`config.mk`:
```
export PLATFORM = sky130hd
export DESIGN_NAME = form_url_percent_decoder
export DESIGN_NICKNAME = d
export VERILOG_FILES = /design/src/fupd_pkg.sv /design/src/form_url_percent_decoder.sv
export SDC_FILE = /design/constraint.sdc
export NUM_CORES = 1
export LEC_CHECK = 0
export ABC_CLOCK_PERIOD_IN_PS = 6960
export BUFFER_PORTS_ARGS = -buffer_cell sky130_fd_sc_hd__buf_2
export CORE_MARGIN = 2
export CORE_UTILIZATION = 59
export CTS_BUF_LIST = sky130_fd_sc_hd__clkbuf_4 sky130_fd_sc_hd__clkbuf_8 sky130_fd_sc_hd__clkbuf_16
export CTS_CLUSTER_DIAMETER = 60
export CTS_CLUSTER_SIZE = 14
export DETAILED_ROUTE_END_ITERATION = 8
export PLACE_DENSITY_LB_ADDON = 0.12
export REMOVE_ABC_BUFFERS = 1
export SLEW_MARGIN = 10
export SYNTH_ARGS = -nofsm -noshare
export SYNTH_HDL_FRONTEND = slang
export SYNTH_SLANG_ARGS = --single-unit
```
`constraint.sdc`:
```
create_clock -name clk -period 6.96 [get_ports clk]
set_clock_uncertainty 0.15 [all_clocks]
set_input_delay 0 -clock clk [delete_from_list [all_inputs] [get_ports clk]]
set_output_delay 0 -clock clk [all_outputs]
set_load 0.05 [all_outputs]
```
`src/fupd_pkg.sv`:
```
package fupd_pkg;

  localparam int unsigned DataW    = 8;
  localparam int unsigned CfgAddrW = 3;
  localparam int unsigned CfgDataW = 32;
  localparam int unsigned QDepth   = 4;
  localparam int unsigned QPtrW    = $clog2(QDepth);
  localparam int unsigned QCntW    = $clog2(QDepth + 1);

  // register index taken from the word address
  localparam logic REG_PLUS_KEPT = 1'b0;

  localparam logic [DataW-1:0] CH_PCT   = 8'h25;
  localparam logic [DataW-1:0] CH_PLUS  = 8'h2B;
  localparam logic [DataW-1:0] CH_MINUS = 8'h2D;
  localparam logic [DataW-1:0] CH_SPACE = 8'h20;
  localparam logic [DataW-1:0] CH_CR    = 8'h0D;

  typedef enum logic [2:0] {
    PH_IDLE  = 3'b001,
    PH_PCT   = 3'b010,
    PH_FIRST = 3'b100
  } phase_t;

  typedef struct packed {
    logic             run_last;
    logic             end_mark;
    logic [DataW-1:0] data;
  } res_t;

  typedef struct packed {
    logic             keep;
    logic [DataW-1:0] value;
  } esc_t;

  function automatic logic is_space(input logic [DataW-1:0] c);
    return (c == CH_SPACE) || (c >= 8'h09 && c <= 8'h0D);
  endfunction

  // {valid, nibble}
  function automatic logic [4:0] hex_value(input logic [DataW-1:0] c);
    logic [4:0] r;
    r = 5'd0;
    if (c >= 8'h30 && c <= 8'h39) begin
      r = {1'b1, 4'(c - 8'h30)};
    end else if (c >= 8'h61 && c <= 8'h66) begin
      r = {1'b1, 4'(c - 8'h57)};
    end else if (c >= 8'h41 && c <= 8'h46) begin
      r = {1'b1, 4'(c - 8'h37)};
    end
    return r;
  endfunction

  // n escape bytes (0..2) parsed like a base-16 strtol
  function automatic esc_t decode_escape(input logic [DataW-1:0] c0,
                                         input logic [DataW-1:0] c1,
                                         input logic [1:0]       n);
    logic             p0;
    logic             p1;
    logic [4:0]       h0;
    logic [4:0]       h1;
    logic             neg;
    logic [DataW-1:0] v;
    esc_t             r;
    p0  = (n != 2'd0);
    p1  = (n == 2'd2);
    h0  = hex_value(c0);
    h1  = hex_value(c1);
    neg = 1'b0;
    v   = '0;
    if (!p0) begin
      v = '0;
    end else if (is_space(c0)) begin
      v = (p1 && h1[4]) ? {4'd0, h1[3:0]} : '0;
    end else if (c0 == CH_PLUS || c0 == CH_MINUS) begin
      neg = (c0 == CH_MINUS);
      v   = (p1 && h1[4]) ? {4'd0, h1[3:0]} : '0;
    end else if (h0[4]) begin
      v = (p1 && h1[4]) ? {h0[3:0], h1[3:0]} : {4'd0, h0[3:0]};
    end
    r.keep  = neg || (v != CH_CR);
    r.value = neg ? (8'h00 - v) : v;
    return r;
  endfunction

endpackage

```
`src/form_url_percent_decoder.sv`:
```
// form-urlencoded percent decoder
// in channel: one encoded byte per request in in_tdata; in_tuser high marks
//   the terminator request, which carries no byte
// out channel: decoded bytes; out_tuser marks the end marker (data 0),
//   out_tlast marks the last result caused by one input request
// cfg: apb register 0 (byte address 0), bit 0 = plus_kept
// each input request is decoded in the cycle it is accepted and its results
//   go into a four-entry result queue, from which the out channel presents
//   them in order
// throughput: one input request per cycle while in_tready is high and one
//   result per cycle while out_tready is high; a terminator that closes an
//   open escape yields two results, unless the escape decodes to a carriage return
// in_tready is high while the queue holds at most two results, so input
//   keeps flowing while a result waits on a stalled receiver; once three or
//   more results wait on a stalled receiver the input is held off
// reset clears the escape state, empties the queue and sets plus_kept to 0
module form_url_percent_decoder (
  input  logic                          clk,
  input  logic                          rst_n,
  input  logic                          in_tvalid,
  output logic                          in_tready,
  input  logic [fupd_pkg::DataW-1:0]    in_tdata,   // in_byte
  input  logic                          in_tuser,   // in_terminator
  output logic                          out_tvalid,
  input  logic                          out_tready,
  output logic [fupd_pkg::DataW-1:0]    out_tdata,  // out_byte
  output logic                          out_tuser,  // out_end
  output logic                          out_tlast,  // out_run_last
  input  logic                          cfg_psel,
  input  logic                          cfg_penable,
  input  logic                          cfg_pwrite,
  input  logic [fupd_pkg::CfgAddrW-1:0] cfg_paddr,
  input  logic [fupd_pkg::CfgDataW-1:0] cfg_pwdata,
  output logic [fupd_pkg::CfgDataW-1:0] cfg_prdata,
  output logic                          cfg_pready
);

  logic                        plus_kept_r;
  fupd_pkg::phase_t            phase_r, phase_nxt;
  logic [fupd_pkg::DataW-1:0]  first_r, first_nxt;
  fupd_pkg::res_t              q_r [fupd_pkg::QDepth];
  logic [fupd_pkg::QPtrW-1:0]  wp_r, rp_r;
  logic [fupd_pkg::QCntW-1:0]  cnt_r, cnt_nxt;
  fupd_pkg::res_t              res0, res1;
  logic [1:0]                  nres;
  fupd_pkg::esc_t              esc;
  logic                        accept;
  logic                        pop;
  logic                        cfg_hit;

  assign cfg_pready = 1'b1;
  assign cfg_hit    = (cfg_paddr[fupd_pkg::CfgAddrW-1] == fupd_pkg::REG_PLUS_KEPT);
  assign cfg_prdata = {{(fupd_pkg::CfgDataW-1){1'b0}}, cfg_hit & plus_kept_r};

  assign in_tready  = (cnt_r < fupd_pkg::QCntW'(fupd_pkg::QDepth - 1));
  assign accept     = in_tvalid & in_tready;
  assign out_tvalid = (cnt_r != '0);
  assign pop        = out_tvalid & out_tready;
  assign out_tdata  = q_r[rp_r].data;
  assign out_tuser  = q_r[rp_r].end_mark;
  assign out_tlast  = q_r[rp_r].run_last;

  always_comb begin
    phase_nxt = phase_r;
    first_nxt = first_r;
    res0      = '0;
    res1      = '0;
    nres      = 2'd0;
    esc       = fupd_pkg::decode_escape(first_r, in_tdata, 2'd2);
    if (in_tuser) begin
      phase_nxt     = fupd_pkg::PH_IDLE;
      res1.end_mark = 1'b1;
      res1.run_last = 1'b1;
      unique case (phase_r)
        fupd_pkg::PH_PCT:   esc = fupd_pkg::decode_escape(first_r, in_tdata, 2'd0);
        fupd_pkg::PH_FIRST: esc = fupd_pkg::decode_escape(first_r, in_tdata, 2'd1);
        default:            esc = '0;
      endcase
      if (esc.keep) begin
        res0.data = esc.value;
        nres      = 2'd2;
      end else begin
        res0 = res1;
        nres = 2'd1;
      end
    end else begin
      unique case (phase_r)
        fupd_pkg::PH_PCT: begin
          first_nxt = in_tdata;
          phase_nxt = fupd_pkg::PH_FIRST;
        end
        fupd_pkg::PH_FIRST: begin
          phase_nxt     = fupd_pkg::PH_IDLE;
          res0.data     = esc.value;
          res0.run_last = 1'b1;
          nres          = esc.keep ? 2'd1 : 2'd0;
        end
        default: begin
          phase_nxt     = fupd_pkg::PH_IDLE;
          res0.run_last = 1'b1;
          if (in_tdata == fupd_pkg::CH_PCT) begin
            phase_nxt = fupd_pkg::PH_PCT;
          end else begin
            res0.data = (in_tdata == fupd_pkg::CH_PLUS && !plus_kept_r) ?
                        fupd_pkg::CH_SPACE : in_tdata;
            nres      = 2'd1;
          end
        end
      endcase
    end
  end

  always_comb begin
    cnt_nxt = cnt_r;
    if (accept) begin
      cnt_nxt = cnt_nxt + fupd_pkg::QCntW'(nres);
    end
    if (pop) begin
      cnt_nxt = cnt_nxt - fupd_pkg::QCntW'(1);
    end
  end

  always_ff @(posedge clk) begin
    if (!rst_n) begin
      plus_kept_r <= 1'b0;
      phase_r     <= fupd_pkg::PH_IDLE;
      first_r     <= '0;
      wp_r        <= '0;
      rp_r        <= '0;
      cnt_r       <= '0;
    end else begin
      if (cfg_psel && cfg_penable && cfg_pwrite && cfg_pready && cfg_hit) begin
        plus_kept_r <= cfg_pwdata[0];
      end
      if (accept) begin
        phase_r <= phase_nxt;
        first_r <= first_nxt;
        wp_r    <= wp_r + fupd_pkg::QPtrW'(nres);
      end
      if (pop) begin
        rp_r <= rp_r + fupd_pkg::QPtrW'(1);
      end
      cnt_r <= cnt_nxt;
    end
  end

  always_ff @(posedge clk) begin
    if (accept && nres != 2'd0) begin
      q_r[wp_r] <= res0;
    end
    if (accept && nres == 2'd2) begin
      q_r[wp_r + fupd_pkg::QPtrW'(1)] <= res1;
    end
  end

endmodule

```
==> flow_summary.ini, run 1 <==
[run_status]
status = finished clean

[synth]
yosys_warnings = 0
synth_area_leaders = dfxtp_1 26%, buf_4 5.9%, edfxtp_1 5.9%, mux4_2 5.5%, nand3_1 5.4%
synth_seq_cells = 61
synth_area_leader_cell = dfxtp_1
synth_area_mm2 = 0.00410
ys_seq_area_frac = 0.317
synth_cells = 453
yosysTopAreaCellShare = 0.259
synthFlopType = dfxtp_1
synthArstFlopShare = 0
synth.distinct_cells = 78
synth_area_per_cell_um2 = 9.05
synth-edff-count = 8

[finish]
drive_above_1_share = 0.180
nNetsFinal = 547
diodes = 0
fin_util = 0.650
area_delta_synth_final_pct = 7.05

[floorplan]
start_util = 0.607
die_x_um = 87.4
die_y_um = 87.4
io_pins = 96
dieArea_mm2 = 0.00763
rows = 30
core_area_mm2 = 0.00676

[clocking]
cts-root-buf = clkbuf_8
htreeDepth = 3
cts_max_path_buffers = 2
clkLatencyLatePin_ns = 0.33
cts.sinks = 61
clk_pin_slew_ns = 0.07
numCtsBuffers = 9
cts_tree = done

[grt]
grt_pass1_wl_um = 14700
grt_max_degree = 21
grt_pass1_vias = 3086
grt_overflow = 0
globalRouteTotalUtil = 0.247
antenna_found_initial = 0

[min_path]
hp-class = input pin to flop
min_to = wp_r[0]$_SDFFE_PN0P_
hold_depth = 4
hold_path.startpoint = in_tvalid

[worst_setup_path]
crit_type = input pin to flop
crit_arrival_ns = 4.63
cp-start-kind = input pin
worstRegToRegCells = 20
reg2reg_from = first_r[0]$_SDFFE_PN0P_
r2r-end = cnt_r[2]$_SDFF_PN0_
r2r_setup_slack_ns = 2.41
critPathMaxFanout = 6
cp.required_ns = 7.04
cp-end-kind = flop

[pwr]
p_per_area_mw_per_mm2 = 300
power_leakage_nw = 1.73
p_total_mw = 1.32
ir_drop_uv = 136

[timing]
maxSlewHeadroom = 0.479
tns_ns = 0
worst_pin_slew_ns = 0.779
setup_violations = 0
timing.hold.ws_ns = 0.0420
final_hold_viol_count = 0
post-route-min-period_ns = 4.55
period_share = 0.654
rsz0062_at_grt = no
slew_violations = 0
clock.fmax_mhz = 220

[drt]
vias = 3378
routed_wl_um = 9040
wl_per_cell_um = 16.0
firstDrtPassIters = 4
drt_iter0_drc = 127
via_per_inst = 5.99
drtAntennaViolNets = 0
drc = 0

[job]
maxCapViolCount = 0

[placement]
place.gp.congestion = 0.893
dp_hpwl_um = 6450
port_buffers = 30
[area by class of cell]
class	instances	area [um^2]
clock inverter	7	73.8
tap	80	100
sequential	61	1300
fill	571	2370
multi-input combinational	353	2480
inverter	13	48.8
timing repair buffer	41	260
clock buffer	9	124
[per-layer routing]
metal,global-route usage,vias to the layer above,wire length [um]
li1,-,1653,-
met1,0.316,1586,3980
met2,0.421,124,4420
met3,0.0389,15,488
met4,0.0867,0,151
met5,0,-,0
[metrics by stage]
step | worst slack (ns) | std cells | area, um^2
floorplan | 2.98 | 427 | 3830
CTS | 2.42 | 564 | 4390
detailed placement | 2.44 | 537 | 4080
global placement | 2.55 | 537 | 4080
global route | 1.99 | 564 | 4390
finish | 2.41 | 564 | 4390
[power by group]
part           leakage, nW  switching (mW)  internal, mW  total [mW]
combinational         1.12           0.322         0.164       0.486
sequential           0.503          0.0659         0.450       0.516
clock                0.100           0.149         0.167       0.316
total                 1.73           0.537         0.781        1.32
[cells by family after synthesis]
family / count (synthesis) / synth area share
compound gates: 114 / 0.197
xor+xnor: 9 / 0.0192
fa+ha+maj: 17 / 0.0537
buf+inv: 69 / 0.105
flops: 61 / 0.317
mux: 20 / 0.0796
other cells: 2 / 0.00183
simple gates: 161 / 0.227
[worst max path at each step]
stage / start / endpoint / cells past startpoint
floorplan: first_r[1]$_SDFFE_PN0P_ / cnt_r[2]$_SDFF_PN0_ / 20
global placement: first_r[0]$_SDFFE_PN0P_ / cnt_r[2]$_SDFF_PN0_ / 20
detailed placement: first_r[0]$_SDFFE_PN0P_ / cnt_r[2]$_SDFF_PN0_ / 20
CTS: first_r[0]$_SDFFE_PN0P_ / cnt_r[2]$_SDFF_PN0_ / 20
global route: first_r[1]$_SDFFE_PN0P_ / cnt_r[2]$_SDFF_PN0_ / 20
finish: in_tdata[0] / cnt_r[2]$_SDFF_PN0_ / 22
[layout by cell type, fill, tap and decap left out, types with 13 or more instances in the layout]
master   synthesis  layout
dfxtp_1         53      53
nand3_1         44      44
o21ai_0         43      43
conb_1           2      32
buf_2            5      30
nor2_1          25      25
nand2_1         21      21
ha_1            16      16
a21oi_1         13      13
[sequential cells by signal, summed over array words and instances (netlist names), named ones only]
register and count:
cnt_r 3, first_r 8, phase_r 3, plus_kept_r 1, q_r 40, rp_r 2, wp_r 2
[synth_stat cells, types with 8 or more instances]
cell / number
a21oi_1: 13
and2_1: 8
nand2_1: 21
ha_1: 16
o21ai_0: 43
mux4_2: 10
inv_1: 12
nand3_1: 44
nor2_1: 25
edfxtp_1: 8
mux2i_1: 9
buf_4: 32
nor2b_1: 12
nor3_1: 9
dfxtp_1: 53
clkbuf_1: 10
[what timing repair did]
action / in CTS / in global routing
hold endpoints to repair: 33 / 0
resized for setup: 0 / 0
setup buffers: 0 / 0
hold buffers: 11 / 0
[critical path, cell delays in order]
cell and delay (ns):
dlygate4sd3_1 0.54, buf_2 0.17, inv_1 0.11, ha_1 0.25
o21ba_2 0.22, o21ai_0 0.40, nand2_1 0.14, o221ai_1 0.43
inv_1 0.10, ha_1 0.23, a41oi_4 0.32, nor2_1 0.07
nor2_1 0.18, ha_1 0.17, inv_1 0.05, fa_1 0.47
nor2_1 0.05, a21oi_1 0.20, ha_1 0.18, nand2_1 0.06
xor2_1 0.16, and2_1 0.15
Note: power is estimated with default switching activity, not from simulation.
==> run 2: changes to the inputs <==
ABC_CLOCK_PERIOD_IN_PS = 3650   (was 6960)
CORE_UTILIZATION = 49   (was 59)
clock period = 3.65 ns   (was 6.96 ns; I/O delays follow)
==> run 2 against run 1 <==
Worst hold slack worse by 0.0052 ns. Count of clock-buffer cells in the layout up 3. Critical endpoint unchanged. First-iteration DRC count up 78%. The run now ends with negative setup slack left.
==> flow_summary.ini, run 2 (same netlist as run 1, synthesis figures left out) <==
[grt]
antenna_found_initial = 0
grt_max_degree = 21
grt_overflow = 0
globalRouteTotalUtil = 0.241
grt_pass1_vias = 3441
grt_pass1_wl_um = 16800

[floorplan]
start_util = 0.502
core_area_mm2 = 0.00818
io_pins = 96
die_y_um = 95.5
dieArea_mm2 = 0.00912
die_x_um = 95.5
rows = 33

[worst_setup_path]
worstRegToRegCells = 20
critPathMaxFanout = 4
cp-end-kind = flop
cp.required_ns = 3.74
crit_top_cell = ha_2
crit_arrival_ns = 3.93
crit_type = flop to flop
max_stage_delay_ns = 0.49
cp-start-kind = flop
cp_cell_sequence = inv_4, ha_2, buf_4, xor2_1, a211o_1, nand4_2, o211ai_1, ha_2, a41oi_4, nor2_2, nor2_4, ha_2, inv_2, fa_1, nor2_2, a21oi_2, ha_1, nand2_1, xor2_1, and2_1
critPathSlowestCell = fa_1

[timing]
period_share = 1.05
post-route-min-period_ns = 3.84
maxSlewHeadroom = 0.576
slew_violations = 0
worst_pin_slew_ns = 0.635
setup_violations = 2
finalWorstSetupSlack_ns = -0.188
rsz0062_at_grt = yes
clock.fmax_mhz = 261
final_hold_viol_count = 0

[run_status]
status = finished, violations left
violations = negative setup slack

[placement]
port_buffers = 30
dp_hpwl_um = 7670
place.gp.congestion = 0.898
dp_cells = 624

[drt]
firstDrtPassIters = 5
drc = 0
via_per_inst = 5.60
drt_iter0_drc = 226
routed_wl_um = 10800
wl_per_cell_um = 16.2
vias = 3739
drtAntennaViolNets = 0

[finish]
nNetsFinal = 626
fin_cells = 668
area_delta_synth_final_pct = 27.1
largest_reg_flops = 40
drive_above_1_share = 0.348
regMostFlops = q_r
reg.largest.list = q_r (40), first_r (8)
diodes = 0
layout_common_cells = 79 x buf_4, 50 x dfxtp_1, 43 x nand3_1
final_common_cell = buf_4

[pwr]
p_per_area_mw_per_mm2 = 511
ir_drop_uv = 198
power_leakage_nw = 2.16
p_total_mw = 2.67

[min_path]
hold_depth = 6
hp-class = input pin to flop

[job]
maxCapViolCount = 0

[clocking]
cts-root-buf = clkbuf_8
cts_tree = done
numCtsBuffers = 9
cts_max_path_buffers = 2
htreeDepth = 3
clk_pin_slew_ns = 0.07
clkLatencyLatePin_ns = 0.35
cts.sinks = 61
## run 2: cell types whose count changed in the layout (fill, tap and decap cells not counted), sizes merged
cell / before / now
buf: 30 / 111
clkbuf: 9 / 12
clkinv: 3 / 1
dlygate4sd3: 11 / 9
inv: 15 / 13
bufinv: 1 / 2
## run 2: worst paths after layout
check                                from                      end  slack [ns]
setup / recovery  first_r[0]$_SDFFE_PN0P_      cnt_r[2]$_SDFF_PN0_       -0.19
hold / removal                in_tdata[0]  first_r[0]$_SDFFE_PN0P_        0.04
setup reg to reg  first_r[0]$_SDFFE_PN0P_      cnt_r[2]$_SDFF_PN0_       -0.19
hold reg to reg    q_r[1][5]$_SDFFE_PP0P_   q_r[1][5]$_SDFFE_PP0P_        0.32
## run 2: layer usage
layer,up-vias,GRT usage,part of all wire
met5,-,0,0
met4,0,0.0774,0.026
met3,31,0.0498,0.047
met2,127,0.413,0.49
met1,1767,0.302,0.44
li1,1814,-,-
## run 2: stage by stage
step | setup WS [ns] | TNS, ns | util | area, um^2 | hold WS, ns
2_1_floorplan | -0.328 | -0.566 | - | 3830 | -0.0738
3_3_place_gp | -0.172 | -0.263 | 0.560 | 4580 | 0.107
3_5_place_dp | -0.295 | -0.499 | 0.560 | 4580 | 0.121
4_1_cts | -0.157 | -0.234 | 0.621 | 5080 | 0.0274
5_1_grt | -0.394 | -1.02 | 0.638 | 5210 | 0.0712
6_report | -0.188 | -0.373 | 0.638 | 5210 | 0.0368
## run 2: what timing repair did
action                                 4_1_cts  5_1_grt
endpoints found under the hold margin       21        0
hold buffers                                 9        0
setup endpoints to repair                    2       16
resized for setup                           22       22
pin swaps                                    9        9
setup buffers                               14        6
cloned                                       0        0
## run 2: layout make-up
cell class	count	area [um^2]
Sequential cell	61	1310
Multi-Input combinational cell	353	2640
Fill cell	692	2960
Tap cell	105	131
Clock buffer	12	153
Clock inverter	4	72.6
Inverter	13	51.3
Timing Repair Buffer	120	856
## run 2: critical path: cells and delay by family, from the launching register on
family / cells / cell delay, ns
fa+ha+maj: 5 / 1.26
compound gates: 4 / 0.81
simple gates: 6 / 0.61
flops: 1 / 0.39
xor+xnor: 2 / 0.29
buf+inv: 3 / 0.22
## run 2: where the power goes
| part | internal [mW] | switching [mW] | total [mW] |
|---|---|---|---|
| clock network | 0.418 | 0.282 | 0.699 |
| registers | 0.857 | 0.129 | 0.986 |
| logic | 0.351 | 0.631 | 0.981 |
==> run 3: changes to the inputs <==
==> constraint.sdc (replaced) <==
create_clock -name clk -period 3.65 [get_ports clk]
set_clock_uncertainty 0.15 [all_clocks]
set_input_delay 0.73 -clock clk [delete_from_list [all_inputs] [get_ports clk]]
set_output_delay 0.73 -clock clk [all_outputs]
set_load 0.05 [all_outputs]
==> run 3 against run 2 <==
The run still ends with negative setup slack left. Fmax down 1.4%. Non-clock buffer count up 7. Sequential share of layout area down 0.34 points. Die area unchanged. Sequential power about the same. Total power down 2.1%. Count of clock-buffer cells in the layout down 3.
==> flow_summary.ini, run 3 (same netlist as run 1, synthesis figures left out) <==
[floorplan]
core_area_mm2 = 0.00818
dieArea_mm2 = 0.00912
die_y_um = 95.5
start_util = 0.502
rows = 33
io_pins = 96
die_x_um = 95.5

[grt]
grt_pass1_vias = 3670
grt_pass1_wl_um = 17800
grt_use_met3 = 0.0514
met1_usage = 0.304
antenna_found_initial = 0
use_met2 = 0.445
grt_max_degree = 21
grt_overflow = 0
busiest_layer = met2
globalRouteTotalUtil = 0.254

[drt]
drt_iter0_drc = 190
vias = 3733
routed_wl_um = 10900
drc = 0
via_per_inst = 5.53
firstDrtPassIters = 5
wl_per_cell_um = 16.1
drtAntennaViolNets = 0

[pwr]
ir_drop_uv = 205
p_per_area_mw_per_mm2 = 494
p_total_mw = 2.61
power_leakage_nw = 2.21

[timing]
timing.hold.ws_ns = 0.317
post-route-min-period_ns = 3.89
clock.fmax_mhz = 257
maxSlewHeadroom = 0.593
tns_ns = -0.420
setup_violations = 2
slew_violations = 0
worst_pin_slew_ns = 0.610
rsz0062_at_grt = yes
final_hold_viol_count = 0
finalWorstSetupSlack_ns = -0.243
period_share = 1.07

[worst_setup_path]
r2r-end = cnt_r[2]$_SDFF_PN0_
worstRegToRegCells = 21
cp-start-kind = input pin
crit_arrival_ns = 3.99
r2r_setup_slack_ns = -0.22
cp.required_ns = 3.75
critPathMaxFanout = 3
reg2reg_from = first_r[0]$_SDFFE_PN0P_
cp-end-kind = flop
crit_type = input pin to flop

[finish]
diodes = 0
final_common_cell = buf_4
largest_reg_flops = 40
reg.largest.list = q_r (40), first_r (8)
regMostFlops = q_r
final_design_area_no_fill_mm2 = 0.00529
nNetsFinal = 633
layout_common_cells = 90 x buf_4, 50 x dfxtp_1, 42 x nand3_1, 42 x o21ai_0, 32 x conb_1
area_delta_synth_final_pct = 28.9
drive_above_1_share = 0.370

[clocking]
clk_pin_slew_ns = 0.07
cts_tree = done
htreeDepth = 3
clkLatencyLatePin_ns = 0.35
cts-root-buf = clkbuf_8
cts.sinks = 61
cts_max_path_buffers = 2
numCtsBuffers = 9

[min_path]
hold_path.startpoint = q_r[3][6]$_SDFFE_PP0P_
hp-class = flop to flop
hold_depth = 2
min_to = q_r[3][6]$_SDFFE_PP0P_

[run_status]
violations = negative setup slack
status = finished, violations left

[job]
maxCapViolCount = 0

[placement]
port_buffers = 30
placed_cell_area_mm2 = 0.00479
place.gp.congestion = 0.878
dp_hpwl_um = 7970
## run 3: critical path, cell delays in order
cell and delay (ns):
buf_8 0.11, inv_8 0.05, ha_4 0.13, or3b_4 0.39, and3_4 0.17, o211ai_1 0.23, o211ai_1 0.17, ha_2 0.22
a41oi_4 0.15, nor2_1 0.06, nor2_1 0.15, ha_2 0.20, inv_2 0.03, fa_1 0.47, nor2_1 0.05, a21oi_2 0.14
ha_1 0.16, nand2_1 0.05, xor2_1 0.16, and2_1 0.15
## run 3: worst max path at each step
stage                            startpoint             endpoint  slack (ns)  cells after the start
floorplan                       in_tdata[0]  cnt_r[2]$_SDFF_PN0_       -0.69                     19
global placement                in_tdata[1]  cnt_r[2]$_SDFF_PN0_       -0.69                     20
detailed placement              in_tdata[1]  cnt_r[2]$_SDFF_PN0_       -0.86                     20
CTS                             in_tdata[0]  cnt_r[2]$_SDFF_PN0_       -0.15                     20
global route        first_r[0]$_SDFFE_PN0P_  cnt_r[2]$_SDFF_PN0_       -0.40                     20
finish                          in_tdata[1]  cnt_r[2]$_SDFF_PN0_       -0.24                     20
## run 3: cell type report
cell class                 count  area, um^2
inverter                      13        58.8
clock buffer                   9         124
timing repair buffer         127         962
sequential                    61        1310
tap                          105         131
multi-input combinational    353        2640
clock inverter                 7        66.3
fill                         692        2890
## run 3: repair_timing
| action | in CTS | in global routing |
|---|---|---|
| hold buffers | 0 | 0 |
| buffers inserted | 10 | 4 |
| endpoints found under the setup margin | 2 | 4 |
| resized for setup | 52 | 2 |
| pin swaps | 14 | 3 |
## run 3: through the flow
stage	setup slack, ns	utilization	instances
2_1_floorplan	-0.694	-	427
3_3_place_gp	-0.694	0.586	646
3_5_place_dp	-0.857	0.586	646
4_1_cts	-0.147	0.643	672
5_1_grt	-0.402	0.647	675
6_report	-0.243	0.647	675
## run 3: power breakdown
group          switching (mW)  total [mW]  leakage, nW  internal [mW]
registers               0.130       0.987        0.505          0.857
logic                   0.644        1.03         1.61          0.384
clock network           0.285       0.597        0.100          0.311
total                    1.06        2.61         2.21           1.55
## run 3: layer usage
metal,vias to the layer above,part of all wire
met5,-,0
met4,0,0.026
met3,26,0.054
met2,117,0.50
met1,1764,0.42
li1,1826,-
